<file path="src/round_integer_to_multiple_top_macros.svh">
// assertion macros for the round-to-multiple block
`ifndef ROUND_INTEGER_TO_MULTIPLE_TOP_MACROS_SVH
`define ROUND_INTEGER_TO_MULTIPLE_TOP_MACROS_SVH

// clocked check, idle during reset
`define RIM_ASSERT(lbl, prop, msg) \
   lbl: assert property (@(posedge clock) disable iff (reset) prop) else $error(msg);

// clocked check, also active during reset
`define RIM_ASSERT_ALWAYS(lbl, prop, msg) \
   lbl: assert property (@(posedge clock) prop) else $error(msg);

`endif

</file>
<file path="src/rim_pkg.sv">
// shared types and codes of the round-to-multiple block
`default_nettype none
package rim_pkg;
   localparam int DW = 64;

   localparam logic [2:0] MODE_HALF_AWAY = 3'd0;
   localparam logic [2:0] MODE_HALF_EVEN = 3'd1;
   localparam logic [2:0] MODE_HALF_DOWN = 3'd2;
   localparam logic [2:0] MODE_HALF_CEIL = 3'd3;
   localparam logic [2:0] MODE_TRUNC     = 3'd4;
   localparam logic [2:0] MODE_FLOOR     = 3'd5;
   localparam logic [2:0] MODE_CEIL      = 3'd6;

   localparam logic [1:0] ST_OK   = 2'd0;
   localparam logic [1:0] ST_ZDIV = 2'd1;
   localparam logic [1:0] ST_OVF  = 2'd2;

   typedef struct packed {
      logic [DW-1:0] v;
      logic [DW-1:0] n;
      logic [DW-1:0] nsh;
      logic [DW-1:0] sc;
      logic [DW-1:0] p;
      logic          neg;
      logic          zdiv;
      logic          q;
   } stage_type;
endpackage
`default_nettype wire

</file>
<file path="src/rim_div_stage.sv">
// one restoring step of the pipelined remainder unit
`default_nettype none
module rim_div_stage
   import rim_pkg::*;
(
   input  wire logic      clock,
   input  wire logic      reset,
   input  wire logic      en,
   input  wire logic      valid_in,
   input  wire stage_type data_in,
   output logic           valid_ff,
   output stage_type      data_ff
);
   logic [DW-1:0] trial;
   logic          ge;
   stage_type     data_nx;

   always_comb begin
      trial = {data_in.p[DW-2:0], data_in.nsh[DW-1]};
      ge = trial >= data_in.sc;
      data_nx = data_in;
      data_nx.p = ge ? (trial - data_in.sc) : trial;
      data_nx.q = ge;
      data_nx.nsh = {data_in.nsh[DW-2:0], 1'b0};
   end

   always_ff @(posedge clock) begin
      if (reset) begin
         valid_ff <= 1'b0;
      end else if (en) begin
         valid_ff <= valid_in;
      end
   end

   always_ff @(posedge clock) begin
      if (en) begin
         data_ff <= data_nx;
      end
   end
endmodule
`default_nettype wire

</file>
<file path="config.mk">
export PLATFORM = sky130hd
export DESIGN_NAME = rim_div_stage
export DESIGN_NICKNAME = d
export VERILOG_FILES = /design/src/round_integer_to_multiple_top_macros.svh /design/src/rim_pkg.sv /design/src/rim_div_stage.sv
export SDC_FILE = /design/constraint.sdc
export NUM_CORES = 1
export LEC_CHECK = 0
export ABC_AREA = 0
export CAP_MARGIN = 25
export CORE_AREA = 2 2 250 252
export CTS_CLUSTER_DIAMETER = 120
export DETAILED_ROUTE_END_ITERATION = 8
export DIE_AREA = 0 0 252 254
export DONT_BUFFER_PORTS = 1
export PLACE_DENSITY_LB_ADDON = 0.25
export SLEW_MARGIN = 20
export SYNTH_ARGS = -nofsm -noshare
export SYNTH_HDL_FRONTEND = slang
export SYNTH_SLANG_ARGS = --single-unit
</file>
<file path="constraint.sdc">
create_clock -name clock -period 9.6 [get_ports clock]
set_clock_uncertainty 0.05 [all_clocks]
set_input_delay 1.44 -clock clock [delete_from_list [all_inputs] [get_ports clock]]
set_output_delay 1.44 -clock clock [all_outputs]
set_load 0.01 [all_outputs]
</file>
# [Word-level counts from Yosys, hierarchy flattened]
# Cells that the tools add are included.
[totals] register_bits=323 latch_bits=0 ramBits=0 rom_bits=0 output_inout_bits=324 mem_count=0
[op_classes] n_addsub=1 mul=0 n_div=0 n_lt_le_gt_ge=1 eq_ne=0 n_shift=0 muxes=1 bitwise=0 n_reduce_logical=0
[op_table] op="64-bit greater-or-equal comparator" count=1
[op_table] op="64-bit 2-to-1 mux" count=1
[op_table] op="64-bit subtractor" count=1

# [Depth between registers and ports, before layout]
# Gate-level depths: netlist of the first run.
[depth] depth_word=2 ltp_mapped=15 ltp_nobuf=13

# [Worst setup path before layout of the first run]
# Ideal clock, no wire load.
[synth_timing] kind="input port to flip-flop" start="input data_in[194] (netlist name)" end="register data_ff[39] (netlist name), data pin" t_arrival_ns=3.932 required_time_ns=9.290 slack_ns=5.359 stages=13 n_path_buf=1 path_cell_list="inv_1 > ha_1 > fa_1 > nor2b_1 > o31a_1 > o211ai_2 > a311oi_2 > nor4_2 > nor4_2 > a211oi_4 > buf_6 > inv_2 > mux2_2"
[synth_lines] element="from (decl)" line="rim_div_stage.sv:10" rtl="input wire stage_type data_in,"
[synth_lines] element="to (signal assigned)" line="rim_div_stage.sv:37" rtl="data_ff <= data_nx;"
[synth_lines] element="to (decl)" line="rim_div_stage.sv:12" rtl="output stage_type data_ff"

==> flow_summary.json, run 1 <==
{
  "outcome": "complete, but fails checks",
  "violations": "max-slew violations",
  "cpPeakStageDelay_ns": 0.52,
  "wl_met2_um": 29100,
  "cts_setup_buffers": 0,
  "detail_route.first_pass.iterations": 4,
  "top_layer": "met4",
  "maxCapViolCount": 0,
  "grt-ovfl-total": 0,
  "relSlewSlack_pct": -21.8,
  "final_common_cell": "edfxtp_1",
  "cts_root_buf": "clkbuf_16",
  "drv_slew": 133,
  "ys.warnings.count": 0,
  "min_period_ns": 4.92,
  "final-hold-violation-count": 0,
  "worst_setup_path_end_kind": "flop",
  "powerDensity_mw_per_mm2": 228,
  "avgSynthCellArea_sq_um": 13.1,
  "syn_area_sq_mm": 0.0146,
  "wl_per_cell_um": 29.8,
  "synth-main-ff-cell": "edfxtp_1",
  "first_iter_violations": 586,
  "dieArea_sq_mm": 0.0640,
  "rsz0062_at_grt": "false",
  "layout.nets": 1503,
  "placed_cells": 1858,
  "async_flop_share_pct": 0,
  "reg2reg_to": "valid_ff",
  "core_sq_mm": 0.0613,
  "synth_seq_area_share_pct": 66.4,
  "grt_max_degree": 324,
  "die_w_um": 252,
  "totalWireLength_um": 57600,
  "post_cts_resized": 0,
  "yosysTopAreaCellShare_pct": 66.2,
  "cp.arrival_ns": 5.17,
  "grt_pass1_wl_um": 76300,
  "rows": 91,
  "hold_buffers": 0,
  "synth_area_leaders": "edfxtp_1 66%, ha_1 5.5%, o21ai_0 3.1%, nand2_1 2.6%, a21oi_1 2.5%",
  "tightest_slew_ns": 1.83,
  "cp_slowest_cell": "a311oi_2",
  "cts_tree": "yes",
  "ctsLongestPathBuffers": 3,
  "crit_family": "compound AO/OA/AOI/OAI gates",
  "regToRegSetupSlack_ns": 8.90,
  "fmax_mhz": 203,
  "instances_no_fill": 1935,
  "crit_fanout": 74,
  "post-route-util_pct": 27.4,
  "final_layout_size_suffix_gt1_share_pct": 7.27,
  "vias_per_cell": 4.78,
  "worst-path-stages": 13,
  "r2r_start": "valid_ff",
  "holdWs_ns": 0.518,
  "dp_hpwl_um": 46900,
  "synth_cell_type_count": 62,
  "final_cell_mix": "322 x edfxtp_1, 103 x nand2_1, 89 x o21ai_0, 80 x inv_1, 74 x a21oi_1",
  "synth_fp_nets": 1503,
  "startpoint_type": "input pin",
  "synth_edf_count": 322,
  "track_usage_pct": 17.2,
  "endpoint": "data_ff[8]",
  "antenna_found_initial": 55,
  "pin_count": 651,
  "gp_congestion": 0.883,
  "cp_common_cell": "nor4_2",
  "hp-class": "flop to flop",
  "synthCells": 1111,
  "clkSinkCount": 323,
  "die_h_um": 254,
  "p_leak_nw": 6.22,
  "wl_met3_um": 5570,
  "crit_start": "data_in[194]",
  "cts_buffers": 40,
  "fin_area_sq_mm": 0.0168,
  "clk_pin_slew_ns": 0.06,
  "place_area_sq_mm": 0.0154,
  "ant_nets": 0,
  "crit_chain": "inv_1 > ha_1 > fa_1 > nor2b_1 > o31a_1 > o211ai_2 > a311oi_2 > nor4_2 > nor4_2 > a211oi_4 > buf_4 > buf_16 > o21ai_0",
  "critPathBufInv": 3,
  "clk_latency_ns": 0.55,
  "post-route-period-util_pct": 51.2,
  "initial_core_util_pct": 23.8,
  "yosysTopAreaCell": "edfxtp_1",
  "irDropWorstVdd_mv": 0.124,
  "dr_total_vias": 9249,
  "criticalPathCategory": "input pin to flop",
  "setup_tns_ns": 0,
  "grt_pass1_vias": 9017,
  "cp_data_required_time_ns": 9.85,
  "syn_to_final_growth_pct": 15.1,
  "reg2reg_depth": 2,
  "numPortBuffers": 0,
  "drcViolationCount": 0,
  "ctsHtreeMaxLevel": 2,
  "met1Wirelength_um": 21500,
  "ys_ff_latch": 323,
  "finalSetupViolations": 0
}
-- where the power goes --
group	internal (mW)	switching [mW]
clock	0.964	0.623
sequential	1.72	0.157
combinational	0.140	0.226
total	2.82	1.01
-- kinds of logic (layout without fill, tap and decap cells) --
group | count (synthesis) | in the layout | synth area share, %
flops | 323 | 323 | 66.4
compound gates | 295 | 295 | 12.7
simple gates | 240 | 240 | 7.97
buf+inv | 125 | 155 | 3.46
fa+ha+maj | 65 | 65 | 5.62
xor+xnor | 56 | 56 | 3.36
mux | 6 | 6 | 0.506
other cells | 1 | 5 | 0.0257
-- state kept, by name (all words and copies together), names as in the netlist --
signal,count
data_ff,322
valid_ff,1
-- how the worst min path moves through the flow --
stage / startpoint / end / slack [ns] / cells past startpoint
after floorplan: valid_ff / valid_ff / 0.48 / 2
after detailed placement: valid_ff / valid_ff / 0.51 / 2
after CTS: valid_ff / valid_ff / 0.52 / 2
after global routing: valid_ff / valid_ff / 0.53 / 2
final: valid_ff / valid_ff / 0.52 / 2
after global placement: valid_ff / valid_ff / 0.50 / 2
-- area by class of cell --
class	count	area, sq um
clock inverter	24	335
fill	6278	44500
tap	790	988
timing repair buffer	2	35.0
inverter	81	304
multi-input combinational	663	4400
antenna	4	10.0
clock buffer	48	1030
sequential	323	9690
-- Yosys cell counts, types with 7 or more instances --
cell,count
a21oi_1,74
nor3_1,11
nor2_1,38
o21bai_1,17
edfxtp_1,322
clkbuf_1,27
ha_1,64
o21ai_0,89
a21o_1,49
xnor2_1,30
xor2_1,26
and3_1,7
o21a_1,8
nand4_1,24
nand2_1,103
inv_1,80
nand3_1,16
nand2b_1,10
buf_2,12
-- per-stage QoR --
stage / worst slack [ns] / total power, mW
6_report: 4.68 / 3.83
3_3_place_gp: 3.61 / 2.27
5_1_grt: 4.46 / 3.99
3_5_place_dp: 3.61 / 2.27
4_1_cts: 4.20 / 3.89
2_1_floorplan: 5.36 / 2.12
-- tightest hold or removal path, stage by stage (launching register included) --
cell     delay, ns
dfxtp_1       0.34
mux2i_1       0.13
nor2_1        0.05
-- routing by layer --
layer / vias to the layer above / GRT usage, %
li1: 4154 / -
met1: 4402 / 19.2
met2: 546 / 30.8
met3: 147 / 6.84
met4: 0 / 3.45
met5: - / 0
Note: power is estimated with default switching activity, not from simulation.
==> run 2: changes to the inputs <==
--- a/config.mk
+++ b/config.mk
@@ -5,12 +5,12 @@
 export SDC_FILE = /design/constraint.sdc
 export NUM_CORES = 1
 export LEC_CHECK = 0
-export ABC_AREA = 0
+export ABC_AREA = 1
 export CAP_MARGIN = 25
-export CORE_AREA = 2 2 250 252
+export CORE_AREA = 2 2 253 255
 export CTS_CLUSTER_DIAMETER = 120
 export DETAILED_ROUTE_END_ITERATION = 8
-export DIE_AREA = 0 0 252 254
+export DIE_AREA = 0 0 255 257
 export DONT_BUFFER_PORTS = 1
 export PLACE_DENSITY_LB_ADDON = 0.25
 export SLEW_MARGIN = 20
==> constraint.sdc (replaced) <==
create_clock -name clock -period 4.5 [get_ports clock]
set_clock_uncertainty 0.05 [all_clocks]
set_input_delay 0.675 -clock clock [delete_from_list [all_inputs] [get_ports clock]]
set_output_delay 0.675 -clock clock [all_outputs]
set_load 0.01 [all_outputs]
==> flow_summary.json, run 2 <==
{
  "layout.nets": 2334,
  "synth_fp_nets": 2310,
  "final_cell_mix": "706 x nand2_1, 407 x inv_1, 322 x edfxtp_1, 139 x nand3_1, 116 x nor2_1",
  "placed_cells": 2748,
  "critPathBufInv": 3,
  "syn_area_sq_mm": 0.0169,
  "worst_setup_path_end_kind": "flop",
  "yosysTopAreaCell": "edfxtp_1",
  "avgSynthCellArea_sq_um": 8.81,
  "cts_root_buf": "clkbuf_16",
  "grt-busiest-layer": "met2",
  "cp.arrival_ns": 3.27,
  "die_w_um": 255,
  "ys.warnings.count": 0,
  "largest_registers": "data_ff x322, valid_ff x1",
  "fmax_mhz": 345,
  "track_usage_pct": 22.1,
  "hold_start": "reset",
  "totalWireLength_um": 74100,
  "numPortBuffers": 0,
  "syn_to_final_growth_pct": 13.4,
  "holdPathStages": 1,
  "wl_per_cell_um": 26.1,
  "grt_util_met3_pct": 6.52,
  "cts_buffers": 37,
  "largest_reg_flops": 322,
  "yosysTopAreaCellShare_pct": 57.2,
  "min_to": "valid_ff",
  "post-route-period-util_pct": 64.5,
  "async_flop_share_pct": 0,
  "vias_per_cell": 4.46,
  "clk_latency_ns": 0.55,
  "core_sq_mm": 0.0627,
  "final_layout_size_suffix_gt1_share_pct": 4.21,
  "ys_ff_latch": 323,
  "cp_data_required_time_ns": 4.87,
  "first_iter_violations": 984,
  "reg2reg_depth": 2,
  "synthCells": 1918,
  "drcViolationCount": 0,
  "tightest_slew_ns": 1.44,
  "crit_family": "simple AND/OR/NAND/NOR gates",
  "synth_common_cells": "706 x nand2_1, 407 x inv_1, 322 x edfxtp_1",
  "synth.most_common_cell": "nand2_1",
  "r2r_start": "valid_ff",
  "synth_edf_count": 322,
  "outcome": "complete, no violations",
  "drv_slew": 0,
  "dp_hpwl_um": 62800,
  "dieArea_sq_mm": 0.0655,
  "startpoint_type": "input pin",
  "relSlewSlack_pct": 4.27,
  "p_leak_nw": 9.03,
  "rsz0062_at_grt": "false",
  "grt_use_met2_pct": 40.7,
  "grt_pass1_vias": 12500,
  "ctsHtreeMaxLevel": 2,
  "instances_no_fill": 2834,
  "rows": 92,
  "clk_pin_slew_ns": 0.06,
  "regToRegSetupSlack_ns": 3.80,
  "hold_buffers": 0,
  "grt_max_degree": 324,
  "crit_fanout": 46,
  "maxCapViolCount": 0,
  "antenna_found_initial": 54,
  "initial_core_util_pct": 26.9,
  "powerDensity_mw_per_mm2": 419,
  "dr_total_vias": 12600,
  "synth_seq_area_share_pct": 57.3,
  "pin_count": 651,
  "finalSetupViolations": 0,
  "final-hold-violation-count": 0,
  "cp_common_cell": "nand2_1",
  "fin_area_sq_mm": 0.0192,
  "largest_register": "data_ff",
  "cts_setup_buffers": 0,
  "crit_chain": "inv_1 > ha_1 > fa_1 > inv_1 > nand3_1 > nand2_2 > nand2_1 > nand2_2 > nand2_1 > nand2_1 > nand2_1 > nand2_2 > nand2_1 > nand3_2 > buf_12 > nand3_1 > nand2_1",
  "post_cts_resized": 0,
  "hp-class": "input pin to flop",
  "synth_cell_type_count": 33,
  "grt-ovfl-total": 0,
  "gp_congestion": 0.917,
  "cts_tree": "yes",
  "die_h_um": 257,
  "irDropWorstVdd_mv": 0.206,
  "synth_area_leaders": "edfxtp_1 57%, nand2_1 16%, inv_1 9.0%, ha_1 4.7%, nand3_1 4.1%",
  "detail_route.first_pass.iterations": 5,
  "ctsLongestPathBuffers": 3,
  "min_period_ns": 2.90,
  "place_area_sq_mm": 0.0179,
  "reg2reg_to": "valid_ff",
  "cpPeakStageDelay_ns": 0.41,
  "ant_nets": 0,
  "final_common_cell": "nand2_1",
  "cp_slowest_cell": "fa_1",
  "clkSinkCount": 323,
  "use_met1_pct": 23.0,
  "criticalPathCategory": "input pin to flop",
  "setup_tns_ns": 0,
  "grt_pass1_wl_um": 100000,
  "synth-main-ff-cell": "edfxtp_1"
}
==> run 2: worst reg2reg max path: cells and delay by family (launching register included) <==
family	cells	cell delay, ns
flip-flops	1	0.34
multiplexers	1	0.14
AND/OR/NAND/NOR	1	0.06
==> run 2: how the worst max path moves through the flow <==
stage,start,endpoint,cells after the start
after floorplan,data_in[194],data_ff[42],18
after global placement,data_in[194],data_ff[59],16
after detailed placement,data_in[194],data_ff[46],16
after CTS,data_in[194],data_ff[46],16
after global routing,data_in[194],data_ff[59],17
final,data_in[194],data_ff[59],17
==> run 2: layout make-up <==
cell class              instances  area, sq um
clock buffers                  49          992
inverters                     412         1550
flip-flops and latches        323         9690
well taps                     846         1060
fillers                      6664        43600
repair buffers                  5         82.6
clock inverters                18          199
diodes                         18         45.0
multi-input cells            1163         5550
==> run 2: kinds of logic (layout without fill, tap and decap cells) <==
family          after synthesis  count (layout)  synth area share, %
simple gates               1019            1019                 24.8
buf+inv                     432             484                 9.88
flops                       323             323                 57.3
fa+ha+maj                    65              65                 4.85
compound gates               46              46                 1.45
xor+xnor                     31              31                 1.61
other cells                   1              19               0.0222
mux                           1               1               0.0592
==> run 2: through the flow <==
stage / total power, mW / util [%] / worst slack (ns) / hold WS [ns]
after detailed placement: 5.09 / 28.5 / 0.845 / 0.518
after CTS: 8.14 / 30.4 / 1.43 / 0.105
after global placement: 5.09 / 28.5 / 0.902 / 0.504
after floorplan: 4.65 / - / 1.84 / 0.478
after global routing: 8.41 / 30.5 / 1.41 / 0.116
final: 8.03 / 30.6 / 1.60 / 0.135
==> run 2: power breakdown <==
part / internal [mW] / leakage (nW) / switching, mW
registers: 3.67 / 3.16 / 0.330
logic: 0.310 / 5.30 / 0.708
clock network: 1.74 / 0.577 / 1.27
==> run 2: routing by layer <==
| layer | share of wire (%) | vias to the layer above | wire length [um] |
|---|---|---|---|
| li1 | - | 6094 | - |
| met1 | 36 | 5850 | 26500 |
| met2 | 53 | 543 | 39400 |
| met3 | 7.5 | 149 | 5570 |
| met4 | 3.5 | 0 | 2590 |
| met5 | 0 | - | 0 |
==> run 3: changes to the inputs <==
--- a/config.mk
+++ b/config.mk
@@ -5,12 +5,12 @@
 export SDC_FILE = /design/constraint.sdc
 export NUM_CORES = 1
 export LEC_CHECK = 0
-export ABC_AREA = 1
+export ABC_AREA = 0
 export CAP_MARGIN = 25
-export CORE_AREA = 2 2 253 255
+export CORE_AREA = 2 2 250 252
 export CTS_CLUSTER_DIAMETER = 120
 export DETAILED_ROUTE_END_ITERATION = 8
-export DIE_AREA = 0 0 255 257
+export DIE_AREA = 0 0 252 254
 export DONT_BUFFER_PORTS = 1
 export PLACE_DENSITY_LB_ADDON = 0.25
 export SLEW_MARGIN = 20
==> constraint.sdc (replaced) <==
create_clock -name clock -period 2.5 [get_ports clock]
set_clock_uncertainty 0.05 [all_clocks]
set_input_delay 0.375 -clock clock [delete_from_list [all_inputs] [get_ports clock]]
set_output_delay 0.375 -clock clock [all_outputs]
set_load 0.01 [all_outputs]
==> flow_summary.json, run 3 (synthesized netlist as in run 1, its figures left out) <==
{
  "reg2reg_to": "valid_ff",
  "ant_nets": 0,
  "drcViolationCount": 0,
  "final_common_cell": "edfxtp_1",
  "power.switching_mw": 4.52,
  "dieArea_sq_mm": 0.0640,
  "numPortBuffers": 0,
  "cts_buffers": 39,
  "largest_register": "data_ff",
  "instances_no_fill": 2532,
  "dr_total_vias": 11700,
  "placed_cells": 2089,
  "ctsLongestPathBuffers": 3,
  "holdPathStages": 0,
  "post-route-period-util_pct": 107,
  "crit_chain": "inv_1 > ha_1 > a21o_1 > a21o_1 > a21oi_1 > o21ai_1 > a211oi_1 > o21ai_1 > a211oi_4 > buf_6 > buf_12 > buf_16 > mux2_4",
  "syn_to_final_growth_pct": 60.0,
  "clk_pin_slew_ns": 0.06,
  "clkSinkCount": 323,
  "die_h_um": 254,
  "first_iter_violations": 666,
  "initial_core_util_pct": 23.8,
  "layout.nets": 2096,
  "setup_ws_ns": -0.182,
  "rsz0062_at_grt": "true",
  "cp_slowest_cell": "ha_1",
  "setup_tns_ns": -3.43,
  "final_layout_size_suffix_gt1_share_pct": 29.7,
  "wl_per_cell_um": 27.0,
  "cts_tree": "yes",
  "maxCapViolCount": 0,
  "irDropWorstVdd_mv": 0.469,
  "hp-class": "input pin to flop",
  "powerDensity_mw_per_mm2": 685,
  "ctsHtreeMaxLevel": 2,
  "antenna_found_initial": 32,
  "final-hold-violation-count": 6,
  "min_period_ns": 2.68,
  "rows": 91,
  "regToRegSetupSlack_ns": 1.24,
  "largest_registers": "data_ff x322, valid_ff x1",
  "outcome": "complete, but fails checks",
  "p_leak_nw": 9.27,
  "p_sw_share_pct": 28.2,
  "cp_data_required_time_ns": 2.76,
  "p_seq_share_pct": 45.1,
  "cts_root_buf": "clkbuf_16",
  "comb_power_share_pct": 19.4,
  "tightest_slew_ns": 1.25,
  "final_cell_mix": "322 x edfxtp_1, 320 x dlygate4sd3_1, 239 x buf_4, 76 x inv_1, 67 x a21oi_1",
  "finalSetupViolations": 49,
  "drv_slew": 0,
  "cp.arrival_ns": 2.94,
  "startpoint_type": "input pin",
  "track_usage_pct": 20.1,
  "detail_route.first_pass.iterations": 5,
  "grt_pass1_wl_um": 91000,
  "die_w_um": 252,
  "internal_power_mw": 11.5,
  "violations": "negative hold slack, negative setup slack",
  "worst_setup_path_end_kind": "flop",
  "largest_reg_flops": 322,
  "post-route-util_pct": 38.1,
  "relSlewSlack_pct": 16.9,
  "criticalPathCategory": "input pin to flop",
  "reg2reg_depth": 3,
  "dp_hpwl_um": 52000,
  "clockPowerShare_pct": 35.6,
  "r2r_start": "valid_ff",
  "grt-ovfl-total": 0,
  "core_sq_mm": 0.0613,
  "grt_max_degree": 324,
  "holdWs_ns": -0.0659,
  "totalWireLength_um": 68300,
  "pin_count": 651,
  "min_to": "data_ff[52]",
  "grt_pass1_vias": 12200,
  "gp_congestion": 0.934,
  "vias_per_cell": 4.64,
  "clk_latency_ns": 0.56,
  "hold_start": "en",
  "fmax_mhz": 373,
  "crit_fanout": 7,
  "cpPeakStageDelay_ns": 0.30
}
[run 3: per-stage QoR]
| stage | power (mW) | worst slack (ns) | cell area (sq um) |
|---|---|---|---|
| floorplan | 8.18 | -0.384 | 14800 |
| global placement | 9.29 | -1.05 | 17300 |
| detailed placement | 9.28 | -1.04 | 17300 |
| CTS | 15.9 | -0.203 | 22600 |
| global route | 16.6 | -0.317 | 23300 |
| finish | 16.0 | -0.182 | 23300 |
[run 3: final cells by class]
| cell class | instances | area, sq um |
|---|---|---|
| fill | 5943 | 37900 |
| sequential | 323 | 9690 |
| timing repair buffer | 596 | 5640 |
| multi-input combinational | 663 | 5420 |
| clock buffer | 43 | 1010 |
| tap | 790 | 988 |
| inverter | 81 | 329 |
| clock inverter | 27 | 249 |
| antenna | 9 | 22.5 |
[run 3: worst max-delay path by stage]
stage	start	to	slack, ns	cells past startpoint
floorplan	data_in[194]	data_ff[22]	-0.38	13
global placement	data_in[194]	data_ff[9]	-1.05	17
detailed placement	data_in[194]	data_ff[9]	-1.04	17
CTS	data_in[194]	data_ff[22]	-0.20	16
global route	data_in[194]	data_ff[65]	-0.32	15
finish	data_in[100]	data_ff[22]	-0.18	13
[run 3: layer usage]
metal	share of wire (%)	GRT usage [%]	vias up
met1	36	21.3	5727
li1	-	-	5351
met3	8.6	6.80	116
met4	2.4	5.07	4
met5	0.040	0	-
met2	53	37.8	551
[run 3: critical path: cells and delay by family]
family,cells,cell delay [ns]
buffers and inverters,4,0.47
AO/OA/AOI/OAI,7,1.48
adder cells (fa/ha/maj),1,0.30
multiplexers,1,0.30
[run 3: power by group through the flow]
stage               Sequential (mW)  Combinational [mW]  Clock, mW
floorplan                      7.07                1.11          0
global placement               7.33                1.96          0
detailed placement             7.32                1.96          0
CTS                            7.21                2.83       5.86
global route                   7.25                3.34       6.01
finish                         7.21                3.10       5.69
[run 3: timing repair]
action | CTS | global route
setup buffers | 26 | 15
endpoints found under the hold margin | 531 | 43
gates cloned | 9 | 3
endpoints found under the setup margin | 65 | 65
pin swaps | 29 | 57
hold buffers | 316 | 5
gates resized for setup | 122 | 162
